[src/sv/qrm_pkg.sv]
// ----------------------------------------------------------------------------
// qrm_pkg
// Shared types and constants of the quaternion to rotation matrix unit.
// ----------------------------------------------------------------------------
`timescale 1ns / 1ps

package qrm_pkg;

	// matrix entries per result item
	localparam int N_ELEM = 9;
	// width of one matrix entry, signed Q2.14
	localparam int ELEM_W = 16;
	// quotient bits that can be set; the entry magnitude never exceeds 1.0
	localparam int QUO_W  = 15;
	// fraction bits of the numerator scale
	localparam int FRAC_SH = 15;
	// 1.0 in Q2.14
	localparam logic signed [ELEM_W-1:0] ONE_Q14 = 16'sd16384;

	// control bits that travel beside each item through the divider
	typedef struct packed {
		logic              valid;
		logic              zero;
		logic [N_ELEM-1:0] neg;
	} qrm_ctrl_t;

endpackage

[src/sv/qrm_div_stage.sv]
// ----------------------------------------------------------------------------
// qrm_div_stage
// One restoring division step for all nine matrix entries: decides one
// quotient bit per entry and registers remainder, quotient and divisor.
// ----------------------------------------------------------------------------
`timescale 1ns / 1ps

module qrm_div_stage import qrm_pkg::*; #(
	parameter int IN_WIDTH = 16,
	parameter int BIT      = 0
) (
	input  logic                                     clk,
	input  logic                                     arst_n,
	input  logic                                     en,
	input  qrm_ctrl_t                                ctrl_in,
	input  logic [2*IN_WIDTH+1:0]                    d_in,
	input  logic [N_ELEM-1:0][2*IN_WIDTH+15:0]       rem_in,
	input  logic [N_ELEM-1:0][QUO_W-1:0]             quo_in,
	output qrm_ctrl_t                                ctrl_out,
	output logic [2*IN_WIDTH+1:0]                    d_out,
	output logic [N_ELEM-1:0][2*IN_WIDTH+15:0]       rem_out,
	output logic [N_ELEM-1:0][QUO_W-1:0]             quo_out
);

	localparam int MW = 2*IN_WIDTH + 16;

	logic [MW-1:0]                  t;
	logic [N_ELEM-1:0][MW-1:0]      rem_nxt;
	logic [N_ELEM-1:0][QUO_W-1:0]   quo_nxt;

	assign t = MW'(d_in) << BIT;

	always_comb begin
		for (int i = 0; i < N_ELEM; i++) begin
			if (rem_in[i] >= t) begin
				rem_nxt[i] = rem_in[i] - t;
				quo_nxt[i] = quo_in[i] | (QUO_W'(1) << BIT);
			end else begin
				rem_nxt[i] = rem_in[i];
				quo_nxt[i] = quo_in[i];
			end
		end
	end

	always_ff @(posedge clk or negedge arst_n) begin
		if (!arst_n) begin
			ctrl_out <= '0;
		end else if (en) begin
			ctrl_out <= ctrl_in;
		end
	end

	always_ff @(posedge clk) begin
		if (en) begin
			d_out   <= d_in;
			rem_out <= rem_nxt;
			quo_out <= quo_nxt;
		end
	end

endmodule

[config.mk]
export PLATFORM = sky130hd
export DESIGN_NAME = qrm_div_stage
export DESIGN_NICKNAME = d
export VERILOG_FILES = /design/src/sv/qrm_pkg.sv /design/src/sv/qrm_div_stage.sv
export SDC_FILE = /design/constraint.sdc
export NUM_CORES = 2
export LEC_CHECK = 0
export ABC_AREA = 1
export BUFFER_PORTS_ARGS = -buffer_cell sky130_fd_sc_hd__buf_2
export CAP_MARGIN = 20
export CORE_AREA = 2 2 484 486
export DETAILED_ROUTE_END_ITERATION = 10
export DIE_AREA = 0 0 486 488
export GPL_TIMING_DRIVEN = 0
export PLACE_DENSITY_LB_ADDON = 0.25
export SLEW_MARGIN = 20
export SYNTH_ARGS = -nofsm -noshare
export SYNTH_HDL_FRONTEND = slang
export SYNTH_SLANG_ARGS = --single-unit
export TNS_END_PERCENT = 30
[constraint.sdc]
create_clock -name clk -period 0.8 [get_ports clk]
set_input_delay 0.08 -clock clk [delete_from_list [all_inputs] [get_ports clk]]
set_output_delay 0.08 -clock clk [all_outputs]
set_load 0.005 [all_outputs]
# Word level (Yosys, flattened, before mapping)
# Index checks and enable logic that the tools add are counted.
# W data, S select, Z words.
totals:
  ff_bits: 612
  input_bits: 615
  output_inout_bits: 612
  word_cells: 58
classes:
  add_sub_neg: 9
  order_cmp: 9
  mux: 9
ops:
  columns: ["op", "n"]
  rows:
  - ["$ge A48 B34 Y1", 9]
  - ["$mux W48", 9]
  - ["$sub A48 B34 Y48", 9]

# Longest topological paths before layout
depth:
  word_depth: 2
  depth_mapped: 16
  mapped_depth_nobuf: 15

# Worst setup path before layout
# Ideal clock, no wire load.
synth_path:
  path_type: "input to register"
  start: "input port d_in[7]"
  end: "register quo_out[30] (netlist bit) (data pin)"
  setup_time_ns: 0.262
  arrival_ns: 1.730
  required_time_ns: 0.538
  setup_slack_ns: -1.193
  path_stages: 12
  n_path_buf: 1
  path_cell_list: "inv_1 ha_1 nand2_1 inv_1 a21oi_1 nand2_2 nand2_1 nand2_1 nand2_1 nand4_2 buf_6 or2_2"
synth_between:
  elab_chain_cells: 1
synth_rtl:
  columns: ["item", "line_no", "text"]
  rows:
  - ["from (decl)", "qrm_div_stage.sv:16", "input logic [2*IN_WIDTH+1:0] d_in,"]
  - ["$ge A48 B34 Y1", "qrm_div_stage.sv:35", "if (rem_in[i] >= t) begin"]
  - ["to (signal assigned)", "qrm_div_stage.sv:57", "quo_out <= quo_nxt;"]
  - ["to (decl)", "qrm_div_stage.sv:22", "output logic [N_ELEM-1:0][QUO_W-1:0] quo_out"]
# Every way passes these cells.
# A chain may end at the register's enable or synchronous reset.

==> metrics.cfg <==
[timing]
report.final.hold_viol_count=93
fmax_mhz=569
final_max_slew_viol_count=0
layout_setup_ws_ps=-956
slew_headroom=0.608
setup_tns_ps=-828330
hold_slack_ps=-344
rsz0062_at_grt=true
tightest_slew_ps=588
finalSetupViolCount=1398
fin_crit_sh=2.20
fin_skew_ps=0
min_period_ps=1760

[global_route]
grt_start_max_net_pins=98
grt_pass1_vias=60646
grt_pass1_wl_um=431000
overflow=0
grt_usage=0.253
antenna_found_initial=71

[critical_path]
end_kind=flop
criticalPathCategory=in -> reg
crit_required_ps=1260
critPathTopFamily=buffers and inverters
start_kind=input port
worstPathArrival_ps=2220
rr_endpoint=ctrl_out[3]
reg2reg_slack_ps=40
worst_path_most_repeated_cell=nand2_2
cp_max_fo=6
slowest_stage=o21ai_0
path_cells=buf_6 -> inv_8 -> buf_16 -> ha_4 -> nand2_1 -> nand2_1 -> inv_1 -> nand2_4 -> inv_2 -> nand2_2 -> nand2_2 -> nand2_2 -> nand2_2 -> nand4_4 -> buf_12 -> o21ai_0
timing.rr.start=ctrl_out[3]
cpPeakStageDelay_ps=410
reg2reg_depth=1
cp_num_buf_inv=6

[power]
peakVddDrop_mv=1.35
swShare=0.371
switching_power_mw=47.5
leakagePower_nw=42.9
seq_power_share=0.326
p_comb_frac=0.375
clockPowerShare=0.299
p_per_area_nw_per_um2=1470
p_int_mw=80.7

[yosys]
async_reset_ff_frac=0.0180
yosys_most_used_dff=edfxtp_1
ys_seq_elements=612
syn_inst=8766
netlist_area_sq_um=55700
ys_types=38
ys_warn_count=0
synth_top_area_share=0.324
synth.area.top_cells=edfxtp_1 (32%), nand2_1 (26%), inv_1 (12%)
yosysTopAreaCell=edfxtp_1
yosysSeqAreaShare=0.329
synth_edf_count=601
postSynthAreaPerCell_sq_um=6.35
syn-num-nets=9696

[min_path]
hp-start=rem_in[4]
whs_endpoint=rem_out[4]
worstHoldPathCells=3
hold_path_class=in -> reg

[floorplanning]
ios=1227
num_rows=177
die-height_um=488
start_util=0.240
core_area_sq_um=232000
die_x_um=486
fp.dieArea_sq_um=237000

[cts]
clock_latency_ps=720
cts_buffer_depth=3
root_buffer=clkbuf_16
cts_sinks=612
cts_max_level=3
clk_pin_slew_ps=80
numCtsBuffers=81
cts_tree=yes

[route]
highest_layer=met5
met3_length_um=20300
drc=0
via_per_inst=4.55
ant_nets=0
wirelength_um=318000
wl_met2_um=147000
first_pass_iters=6
wire_per_inst_um=22.4
vias=64646
wl_met1_um=129000
first_iter_violations=4986

[final_layout]
nNetsFinal=11981
fill_cells=24817
synthToLayoutAreaGrowth_pct=56.2
drive_gt1_frac=0.280

[outcome]
violations=negative hold slack, negative setup slack
status=finished with violations

[run]
drv_cap=0

[place]
place.port_buffers=1226
routabilityCongestion=0.973
dp_hpwl_um=252000

## power by group through the flow
stage          Sequential, mW  Combinational [mW]  Clock (mW)
2_1_floorplan            42.4                18.0           0
3_3_place_gp             42.1                35.4           0
3_5_place_dp             42.4                36.7           0
4_1_cts                  41.8                44.2        39.5
5_1_grt                  42.0                51.7        40.6
6_report                 41.8                48.1        38.3
## routing by layer
metal / global-route usage / vias to the layer above
met1: 0.307 / 29936
met5: 0 / -
li1: - / 31616
met3: 0.0346 / 593
met2: 0.421 / 2483
met4: 0.160 / 18
## kinds of logic (layout without fill, tap and decap cells)
family	after synthesis	in the layout	share of synthesized area
buffers and inverters	1800	4152	0.129
AO/OA/AOI/OAI	345	345	0.0319
adder cells (fa/ha/maj)	315	315	0.0720
flip-flops	612	612	0.329
AND/OR/NAND/NOR	5485	5485	0.405
multiplexers	11	11	0.00222
XOR/XNOR	198	198	0.0311
other	0	40	0
## registers in the layout, indices dropped and copies added, names as in the netlist
| signal | cells |
|---|---|
| rem_out | 432 |
| quo_out | 135 |
| d_out | 34 |
| ctrl_out | 11 |
## cell usage in the layout (no fill, tap or decap), drive strengths merged, types with 28 or more instances in the layout
cell         count
inv           1737
o21ai           55
a21oi          274
nand4          124
clkbuf         123
clkinv          28
edfxtp         601
nand3b          97
nand2         3847
diode           40
buf           1643
or2             28
nor3            46
dlygate4sd3    601
xor2           198
nand3          416
nor2           898
ha             306
## worst max-delay path by stage
stage / cells past startpoint / start / slack (ps) / to
after floorplan: 12 / d_in[7] / -1190 / quo_out[30]
after global placement: 2 / en / -11450 / ctrl_out[8]
after detailed placement: 13 / d_in[1] / -2660 / rem_out[137]
after CTS: 1 / quo_out[124] / -830 / quo_out[124]
after global routing: 17 / d_in[23] / -950 / quo_out[75]
final: 16 / d_in[23] / -960 / rem_out[241]
## synth_stat cells, types with 14 or more instances
library cell and count:
nand2_1 3825, nand2_2 22, nand4_1 115, xor2_1 198, nor2_1 837, buf_2 18
nor3_1 46, buf_4 14, edfxtp_1 601, buf_6 34, inv_2 15, ha_1 306
nor2_2 53, o21bai_1 16, o21ai_0 55, nand3_1 361, inv_1 1707, and2_1 15
a21oi_1 272, or2_2 15, nand3b_1 97, nand3_2 55
## stage by stage
stage                     instance area, sq um  total power, mW  setup WS [ps]  utilization  cells
after global routing                     87000              134           -945        0.375  14192
after CTS                                81700              125           -826        0.352  13891
after global placement                   65600             77.5         -11450        0.283  13035
after detailed placement                 66600             79.1          -2660        0.287  13072
after floorplan                          55700             60.4          -1190            -   8766
final                                    87000              128           -956        0.375  14201
## area by class of cell
class / instances / area (sq um) / share of cell area
plain buffers: 72 / 1120 / 0.0129
flip-flops and latches: 612 / 18300 / 0.211
diodes: 40 / 100 / 0.00115
multi-input cells: 6354 / 36900 / 0.424
repair buffers: 2199 / 17200 / 0.198
inverters: 1727 / 6890 / 0.0792
clock buffers: 98 / 2130 / 0.0245
clock inverters: 52 / 541 / 0.00621
well taps: 3043 / 3810 / 0.0437
repair inverters: 4 / 40.0 / 0.000460
## tightest hold or removal path: stages
cell and delay, ps:
buf_2 110, nand2_1 60, nand2_1 40
## repair_timing
action	in CTS	in global routing
pin swaps	175	232
gates cloned	13	22
hold buffers	466	138
setup endpoints to repair	1445	1450
gates resized for setup	1088	713
endpoints found under the hold margin	680	225
setup buffers	190	115
(Power assumes the default switching activity.)
